### src/sv/deq_pkg.sv
// Shared types and constants for the double-ended queue.
// Operation and status codes, the default depth and controller/datapath structs.
// Depends on nothing.
`default_nettype none

package deq_pkg;

  localparam int unsigned DepthDef = 64;

  // Operation codes on func
  localparam logic [1:0] FN_PUSH_FRONT = 2'd0;
  localparam logic [1:0] FN_PUSH_BACK  = 2'd1;
  localparam logic [1:0] FN_POP_FRONT  = 2'd2;
  localparam logic [1:0] FN_POP_BACK   = 2'd3;

  // Result status codes
  localparam logic [1:0] ST_DONE  = 2'd0;
  localparam logic [1:0] ST_EMPTY = 2'd1;
  localparam logic [1:0] ST_FULL  = 2'd2;

  // Commands from controller to datapath
  typedef struct packed {
    logic latch_in;  // capture input beat
    logic exec;      // apply operation, issue storage read
    logic load_rd;   // refresh cached end value from read data
    logic load_out;  // load result register
  } deq_cmd_t;

  // Status from datapath to controller
  typedef struct packed {
    logic needs_read;  // pop leaves a new end value to fetch
  } deq_stat_t;

endpackage

`default_nettype wire

### src/sv/deq_datapath.sv
// Datapath of the double-ended queue: ring storage, pointers, cached ends, result.
// Driven by deq_ctrl through deq_cmd_t; uses deq_pkg.
`default_nettype none

module deq_datapath import deq_pkg::*; #(
  parameter int unsigned DEPTH = DepthDef
) (
  input  wire  logic               clk_i,
  input  wire  logic               rst_ni,
  input  wire  deq_cmd_t           cmd_i,
  output       deq_stat_t          stat_o,
  input  wire  logic [1:0]         func_i,
  input  wire  logic signed [31:0] value_i,
  output       logic [1:0]         status_o,
  output       logic signed [31:0] popped_value_o,
  output       logic signed [31:0] front_value_o,
  output       logic signed [31:0] back_value_o,
  output       logic [6:0]         entry_count_o,
  output       logic               is_empty_o
);

  localparam int unsigned AW = (DEPTH > 1) ? $clog2(DEPTH) : 1;
  localparam int unsigned CW = $clog2(DEPTH + 1);
  localparam int unsigned SW = AW + 2;

  logic [31:0]       mem [DEPTH];

  logic [AW-1:0]     front_idx_q, front_idx_d;
  logic [CW-1:0]     count_q, count_d;
  logic [1:0]        func_q;
  logic signed [31:0] value_q;
  logic signed [31:0] front_val_q, back_val_q;
  logic [31:0]       rd_data_q;
  logic [1:0]        status_q;
  logic signed [31:0] popped_q;

  logic              empty, full;
  logic [SW-1:0]     f_ext, c_ext;
  logic [AW-1:0]     front_m1, front_p1, back_next, back_prev;
  logic [AW-1:0]     rd_addr, wr_addr;
  logic              mem_we;
  logic [CW+6:0]     count_wide;

  // Sum below twice the depth: one compare and subtract
  function automatic logic [AW-1:0] wrap(input logic [SW-1:0] s);
    logic [SW-1:0] r;
    r = (s >= SW'(DEPTH)) ? (s - SW'(DEPTH)) : s;
    return r[AW-1:0];
  endfunction

  assign empty = (count_q == '0);
  assign full  = (count_q == CW'(DEPTH));
  assign f_ext = {{(SW-AW){1'b0}}, front_idx_q};
  assign c_ext = {{(SW-CW){1'b0}}, count_q};

  assign front_m1  = (front_idx_q == '0) ? AW'(DEPTH - 1) : (front_idx_q - AW'(1));
  assign front_p1  = wrap(f_ext + SW'(1));
  assign back_next = wrap(f_ext + c_ext);
  assign back_prev = wrap(f_ext + c_ext - SW'(2));

  assign rd_addr = (func_q == FN_POP_FRONT) ? front_p1 : back_prev;
  assign wr_addr = (func_q == FN_PUSH_FRONT) ? front_m1 : back_next;
  assign mem_we  = cmd_i.exec && !full &&
                   ((func_q == FN_PUSH_FRONT) || (func_q == FN_PUSH_BACK));

  assign stat_o.needs_read = ((func_q == FN_POP_FRONT) || (func_q == FN_POP_BACK)) &&
                             (count_q > CW'(1));

  // Pointer and count update
  always_comb begin
    front_idx_d = front_idx_q;
    count_d     = count_q;
    if (cmd_i.exec) begin
      case (func_q)
        FN_PUSH_FRONT: begin
          if (!full) begin
            front_idx_d = front_m1;
            count_d     = count_q + CW'(1);
          end
        end
        FN_PUSH_BACK: begin
          if (!full) count_d = count_q + CW'(1);
        end
        FN_POP_FRONT: begin
          if (!empty) begin
            front_idx_d = front_p1;
            count_d     = count_q - CW'(1);
          end
        end
        FN_POP_BACK: begin
          if (!empty) count_d = count_q - CW'(1);
        end
        default: begin
          count_d = count_q;
        end
      endcase
    end
  end

  always_ff @(posedge clk_i or negedge rst_ni) begin
    if (!rst_ni) begin
      front_idx_q <= '0;
      count_q     <= '0;
    end else begin
      front_idx_q <= front_idx_d;
      count_q     <= count_d;
    end
  end

  // Storage: one write port, one registered read port
  always_ff @(posedge clk_i) begin
    if (mem_we) mem[wr_addr] <= value_q;
    if (cmd_i.exec) rd_data_q <= mem[rd_addr];
  end

  // Payload registers
  always_ff @(posedge clk_i) begin
    if (cmd_i.latch_in) begin
      func_q  <= func_i;
      value_q <= value_i;
    end
    if (cmd_i.exec) begin
      status_q <= ST_DONE;
      popped_q <= '0;
      case (func_q)
        FN_PUSH_FRONT: begin
          if (full) begin
            status_q <= ST_FULL;
          end else begin
            front_val_q <= value_q;
            if (empty) back_val_q <= value_q;
          end
        end
        FN_PUSH_BACK: begin
          if (full) begin
            status_q <= ST_FULL;
          end else begin
            back_val_q <= value_q;
            if (empty) front_val_q <= value_q;
          end
        end
        FN_POP_FRONT: begin
          if (empty) status_q <= ST_EMPTY;
          else       popped_q <= front_val_q;
        end
        FN_POP_BACK: begin
          if (empty) status_q <= ST_EMPTY;
          else       popped_q <= back_val_q;
        end
        default: begin
          status_q <= ST_DONE;
        end
      endcase
    end
    if (cmd_i.load_rd) begin
      if (func_q == FN_POP_FRONT) front_val_q <= signed'(rd_data_q);
      else                        back_val_q  <= signed'(rd_data_q);
    end
    if (cmd_i.load_out) begin
      status_o       <= status_q;
      popped_value_o <= popped_q;
      front_value_o  <= empty ? '0 : front_val_q;
      back_value_o   <= empty ? '0 : back_val_q;
      entry_count_o  <= count_wide[6:0];
      is_empty_o     <= empty;
    end
  end

  assign count_wide = {7'b0, count_q};

endmodule

`default_nettype wire

### src/sv/deq_ctrl.sv
// Controller of the double-ended queue: sequences one operation at a time.
// Owns both handshakes and the result valid flag; uses deq_pkg.
`default_nettype none

module deq_ctrl import deq_pkg::*; (
  input  wire  logic      clk_i,
  input  wire  logic      rst_ni,
  input  wire  logic      in_valid_i,
  output       logic      in_stall_o,
  output       logic      out_valid_o,
  input  wire  logic      out_stall_i,
  input  wire  deq_stat_t stat_i,
  output       deq_cmd_t  cmd_o
);

  typedef enum logic [3:0] {
    S_IDLE = 4'b0001,
    S_EXEC = 4'b0010,
    S_READ = 4'b0100,
    S_DONE = 4'b1000
  } state_e;

  state_e state_q, state_d;
  logic   out_valid_q, out_valid_d;
  logic   out_free;

  assign in_stall_o  = (state_q != S_IDLE);
  assign out_valid_o = out_valid_q;
  // Result register free, or its beat leaves this cycle
  assign out_free    = !out_valid_q || !out_stall_i;

  always_comb begin
    state_d  = state_q;
    cmd_o    = '0;
    case (state_q)
      S_IDLE: begin
        if (in_valid_i) begin
          cmd_o.latch_in = 1'b1;
          state_d        = S_EXEC;
        end
      end
      S_EXEC: begin
        cmd_o.exec = 1'b1;
        state_d    = stat_i.needs_read ? S_READ : S_DONE;
      end
      S_READ: begin
        cmd_o.load_rd = 1'b1;
        state_d       = S_DONE;
      end
      S_DONE: begin
        if (out_free) begin
          cmd_o.load_out = 1'b1;
          state_d        = S_IDLE;
        end
      end
      default: begin
        state_d = S_IDLE;
      end
    endcase
  end

  always_comb begin
    out_valid_d = out_valid_q;
    if (out_valid_q && !out_stall_i) out_valid_d = 1'b0;
    if (cmd_o.load_out)              out_valid_d = 1'b1;
  end

  always_ff @(posedge clk_i or negedge rst_ni) begin
    if (!rst_ni) begin
      state_q     <= S_IDLE;
      out_valid_q <= 1'b0;
    end else begin
      state_q     <= state_d;
      out_valid_q <= out_valid_d;
    end
  end

endmodule

`default_nettype wire

### src/sv/double_ended_queue.sv
// Double-ended queue of signed 32-bit values over a ring buffer of DEPTH entries.
// Top level: joins deq_ctrl and deq_datapath; uses deq_pkg.
//
// Usage notes
// - Input channel (in_valid_i / in_stall_o): one beat carries func_i and value_i.
//   func_i selects push front, push back, pop front or pop back; value_i is
//   ignored on pops. A beat is taken when in_valid_i is high and in_stall_o low.
// - Output channel (out_valid_o / out_stall_i): one result beat per input beat,
//   in order: status, popped value, front and back values, count, empty flag.
// - One operation is in flight at a time. A push or a failed pop goes through the
//   execute and load states before loading the result register; a pop that leaves
//   entries behind adds a read state between them, the registered read of the
//   storage read port that fetches the new front or back value.
// - A new input beat is taken only once the controller's execute / read / load
//   sequence for the last one has finished.
// - Front and back values are cached in registers, so only such pops use the data
//   from the storage read port.
// - A stalled result stays in its output register; the next input beat is still
//   taken and worked, and waits before loading until the result beat leaves.
// - Reset (rst_ni low, asynchronous) empties the queue and drops any pending
//   result. Storage is not cleared: only data from occupied entries is ever used.
`default_nettype none

module double_ended_queue import deq_pkg::*; #(
  parameter int unsigned DEPTH = DepthDef
) (
  input  wire  logic               clk_i,
  input  wire  logic               rst_ni,
  input  wire  logic               in_valid_i,
  output       logic               in_stall_o,
  input  wire  logic [1:0]         func_i,
  input  wire  logic signed [31:0] value_i,
  output       logic               out_valid_o,
  input  wire  logic               out_stall_i,
  output       logic [1:0]         status_o,
  output       logic signed [31:0] popped_value_o,
  output       logic signed [31:0] front_value_o,
  output       logic signed [31:0] back_value_o,
  output       logic [6:0]         entry_count_o,
  output       logic               is_empty_o
);

  deq_cmd_t  cmd;
  deq_stat_t stat;

  // Sequencing and handshakes
  deq_ctrl u_ctrl (
    .clk_i       (clk_i),
    .rst_ni      (rst_ni),
    .in_valid_i  (in_valid_i),
    .in_stall_o  (in_stall_o),
    .out_valid_o (out_valid_o),
    .out_stall_i (out_stall_i),
    .stat_i      (stat),
    .cmd_o       (cmd)
  );

  // Storage, pointers and result register
  deq_datapath #(
    .DEPTH (DEPTH)
  ) u_datapath (
    .clk_i          (clk_i),
    .rst_ni         (rst_ni),
    .cmd_i          (cmd),
    .stat_o         (stat),
    .func_i         (func_i),
    .value_i        (value_i),
    .status_o       (status_o),
    .popped_value_o (popped_value_o),
    .front_value_o  (front_value_o),
    .back_value_o   (back_value_o),
    .entry_count_o  (entry_count_o),
    .is_empty_o     (is_empty_o)
  );

endmodule

`default_nettype wire
### config.mk
export PLATFORM = sky130hd
export DESIGN_NAME = double_ended_queue
export DESIGN_NICKNAME = d
export VERILOG_FILES = /design/src/sv/deq_pkg.sv /design/src/sv/deq_datapath.sv /design/src/sv/deq_ctrl.sv /design/src/sv/double_ended_queue.sv
export SDC_FILE = /design/constraint.sdc
export NUM_CORES = 2
export LEC_CHECK = 0
export ABC_AREA = 0
export BUFFER_PORTS_ARGS = -buffer_cell sky130_fd_sc_hd__buf_4
export CAP_MARGIN = 0
export CELL_PAD_IN_SITES_DETAIL_PLACEMENT = 0
export CELL_PAD_IN_SITES_GLOBAL_PLACEMENT = 1
export CORE_MARGIN = 10
export CORE_UTILIZATION = 47
export CTS_BUF_LIST = sky130_fd_sc_hd__clkbuf_16
export DETAILED_ROUTE_END_ITERATION = 8
export PLACE_DENSITY_LB_ADDON = 0.2
export SYNTH_ARGS = -nofsm -noshare
export SYNTH_HDL_FRONTEND = slang
export SYNTH_SLANG_ARGS = --single-unit
### constraint.sdc
create_clock -name clk_i -period 6.7 [get_ports clk_i]
set_input_delay 1.005 -clock clk_i [delete_from_list [all_inputs] [get_ports clk_i]]
set_output_delay 1.005 -clock clk_i [all_outputs]
set_load 0.005 [all_outputs]
==> flow_metrics.env <==
export IMPL_synthTopCellsByArea="edfxtp_1 73%, mux4_2 6.3%, nand2_1 4.5%"
export IMPL_syn_area_sq_um=92100
export IMPL_root_buffer="clkbuf_16"
export IMPL_final_hold_viol_count=0
export IMPL_initial_core_util=0.473
export IMPL_io_pins=146
export IMPL_grt_max_degree=126
export IMPL_mappedNetlistNets=5798
export IMPL_hold_depth=1
export IMPL_status="finished, violations left"
export IMPL_dp_slack_ps=1460
export IMPL_hold_start="value_i[14]"
export IMPL_die_area_sq_um=214000
export IMPL_synthArstFlopShare=0.00771
export IMPL_crit_required_ps=7440
export IMPL_antenna_found_initial=21
export IMPL_hold_end="u_datapath.value_q[14]"
export IMPL_cts_sinks=2336
export IMPL_worstPathArrival_ps=6210
export IMPL_violations="max-capacitance violations, max-slew violations"
export IMPL_yosysTopAreaCellShare=0.735
export IMPL_crit_path_start_kind="register"
export IMPL_syn_inst=5747
export IMPL_synthTopCellsByCount="2254 x edfxtp_1, 1095 x nand2_1, 336 x clkbuf_1"
export IMPL_rrSetupSlack_ps=1230
export IMPL_avgSynthCellArea_sq_um=16.0
export IMPL_rows=162
export IMPL_cts_max_level=4
export IMPL_min_path_type="input pin to register"
export IMPL_min_period_ps=5470
export IMPL_worst_slew_pin_slew_ps=1500
export IMPL_cts_resized=0
export IMPL_synth_top_cell_by_area="edfxtp_1"
export IMPL_worst_slack_ps=1230
export IMPL_cts_tree="built"
export IMPL_io_buffers=145
export IMPL_path_cells="nand2b_4 > a21o_4 > buf_12 > a211oi_1 > a311oi_1 > a221oi_1 > a311oi_1 > or4_1"
export IMPL_clk_pin_slew_worst_paths_ps=60
export IMPL_ys_ff_latch=2336
export IMPL_cp_max_fo=101
export IMPL_fin_setup_tns_ps=0
export IMPL_r2r_cells=8
export IMPL_grt_ovfl_total=0
export IMPL_fin_worst_skew_ps=47.8
export IMPL_die_height_um=463
export IMPL_drv_cap=2
export IMPL_finalCritPeriodShare=0.817
export IMPL_gp_congestion=0.804
export IMPL_grt_pass1_vias=51300
export IMPL_relSlewSlack=-0.00982
export IMPL_drive_above_1_share=0.167
export IMPL_grt_pass1_wl_um=385000
export IMPL_avgViaCountPerCell=6.16
export IMPL_detailedRoute_firstIterationViolations=6800
export IMPL_rr_endpoint="u_datapath.rd_data_q[18]"
export IMPL_final_max_slew_violation_count=2
export IMPL_synthFlopType="edfxtp_1"
export IMPL_path_class="register to register"
export IMPL_yosysWarnings=0
export IMPL_cp_end_kind="register"
export IMPL_drc=0
export IMPL_drt_total_wl_um=270000
export IMPL_yosysMostFrequentCell="edfxtp_1"
export IMPL_synth_seq_area_share=0.753
export IMPL_dp_hpwl_um=156000
export IMPL_slowest_stage="a311oi_1"
export IMPL_wire_per_inst_um=30.9
export IMPL_rsz0062_at_grt="no"
export IMPL_core_sq_um=195000
export IMPL_fp_dieW_um=463
export IMPL_yosysUniqueCellTypes=54
export IMPL_setup_viol=0
export IMPL_cts_buffers=232
export IMPL_cpPeakStageDelay_ps=1190
export IMPL_dr_pass1_iters=6
export IMPL_insertion_delay_ps=900
export IMPL_vias=53800
export IMPL_ant_nets=0
export IMPL_cp_common_cell="a311oi_1"
export IMPL_grt_usage=0.245
export IMPL_syn_to_final_growth_pct=13.9
export IMPL_layout_nets=5954
export IMPL_synth_edff_count=2254
export IMPL_r2r_start="u_datapath.func_q[0]"
export IMPL_fmax_ghz=0.183
export IMPL_cts_buffer_depth=3
==> cells in the final DEF, fill, tap and decap left out, types with 69 or more instances in the layout <==
cell type	synthesis	final
edfxtp_1	2254	2254
a311oi_1	256	247
o211ai_1	131	131
nand3_1	146	144
nand2_1	1095	1095
buf_4	0	316
inv_1	141	188
nor2_1	156	90
clkbuf_16	0	235
a211oi_1	258	258
mux4_2	256	256
a221oi_1	129	129
and2_1	69	69
==> registers in the layout, indices dropped and copies added, names as in the netlist, 32 cells and up <==
| name | cells |
|---|---|
| u_datapath.back_val_q | 32 |
| u_datapath.back_value_o | 32 |
| u_datapath.front_val_q | 32 |
| u_datapath.front_value_o | 32 |
| u_datapath.mem | 2048 |
| u_datapath.popped_q | 32 |
| u_datapath.popped_value_o | 32 |
| u_datapath.rd_data_q | 32 |
| u_datapath.value_q | 32 |
==> logic make-up (layout without fill, tap and decap cells) <==
group / count (synthesis) / count (layout) / share of synthesized area
AO/OA/AOI/OAI: 961 / 961 / 0.0808
multiplexers: 312 / 312 / 0.0687
other: 0 / 5 / 0
buffers and inverters: 563 / 922 / 0.0240
XOR/XNOR: 19 / 19 / 0.00212
AND/OR/NAND/NOR: 1543 / 1543 / 0.0693
adder cells (fa/ha/maj): 13 / 13 / 0.00185
flip-flops: 2336 / 2336 / 0.753
==> repair_timing <==
action,CTS,global route
setup endpoints to repair,0,0
buffers inserted,0,0
endpoints found under the hold margin,17,0
hold buffers,1,0
==> worst max path at each step <==
| stage | cells after the start | to | from |
|---|---|---|---|
| 2_1_floorplan | 1 | u_datapath.back_value_o[0] | out_stall_i |
| 3_3_place_gp | 11 | u_datapath.rd_data_q[8] | u_datapath.front_idx_q[0] |
| 3_5_place_dp | 8 | u_datapath.rd_data_q[12] | u_datapath.func_q[0] |
| 4_1_cts | 8 | u_datapath.rd_data_q[12] | u_datapath.func_q[0] |
| 5_1_grt | 8 | u_datapath.rd_data_q[12] | u_datapath.func_q[0] |
| 6_report | 8 | u_datapath.rd_data_q[18] | u_datapath.func_q[0] |
==> cell type report <==
| cell class | count | area [sq um] |
|---|---|---|
| fillers | 15500 | 90000 |
| flip-flops and latches | 2336 | 69400 |
| multi-input cells | 2848 | 21200 |
| clock buffers | 235 | 5880 |
| well taps | 2624 | 3280 |
| repair buffers | 344 | 2920 |
| clock inverters | 202 | 1710 |
| inverters | 141 | 531 |
| diodes | 5 | 12.5 |
==> worst max-delay path, delay by kind of cell (launching register included) <==
family / cells / cell delay [ps]
compound gates: 5 / 2900
buf+inv: 1 / 380
flops: 1 / 810
simple gates: 2 / 940
==> metal layers <==
metal  GRT usage  routed length, um
met5           0                 42
met1       0.351             113000
met2       0.382             125000
met4      0.0648               6890
met3      0.0535              25400
==> through the flow <==
stage / instance area (sq um) / hold slack (ps) / util / cells
2_1_floorplan: 92100 / 400 / - / 5747
3_3_place_gp: 97300 / 401 / 0.499 / 8290
3_5_place_dp: 97300 / 405 / 0.499 / 8292
4_1_cts: 105000 / 248 / 0.538 / 8730
5_1_grt: 105000 / 276 / 0.538 / 8733
6_report: 105000 / 310 / 0.538 / 8735
Power is left out: the tool's default activity adds up to more than one toggle a clock period on the data nets, which glitch-free logic cannot reach.
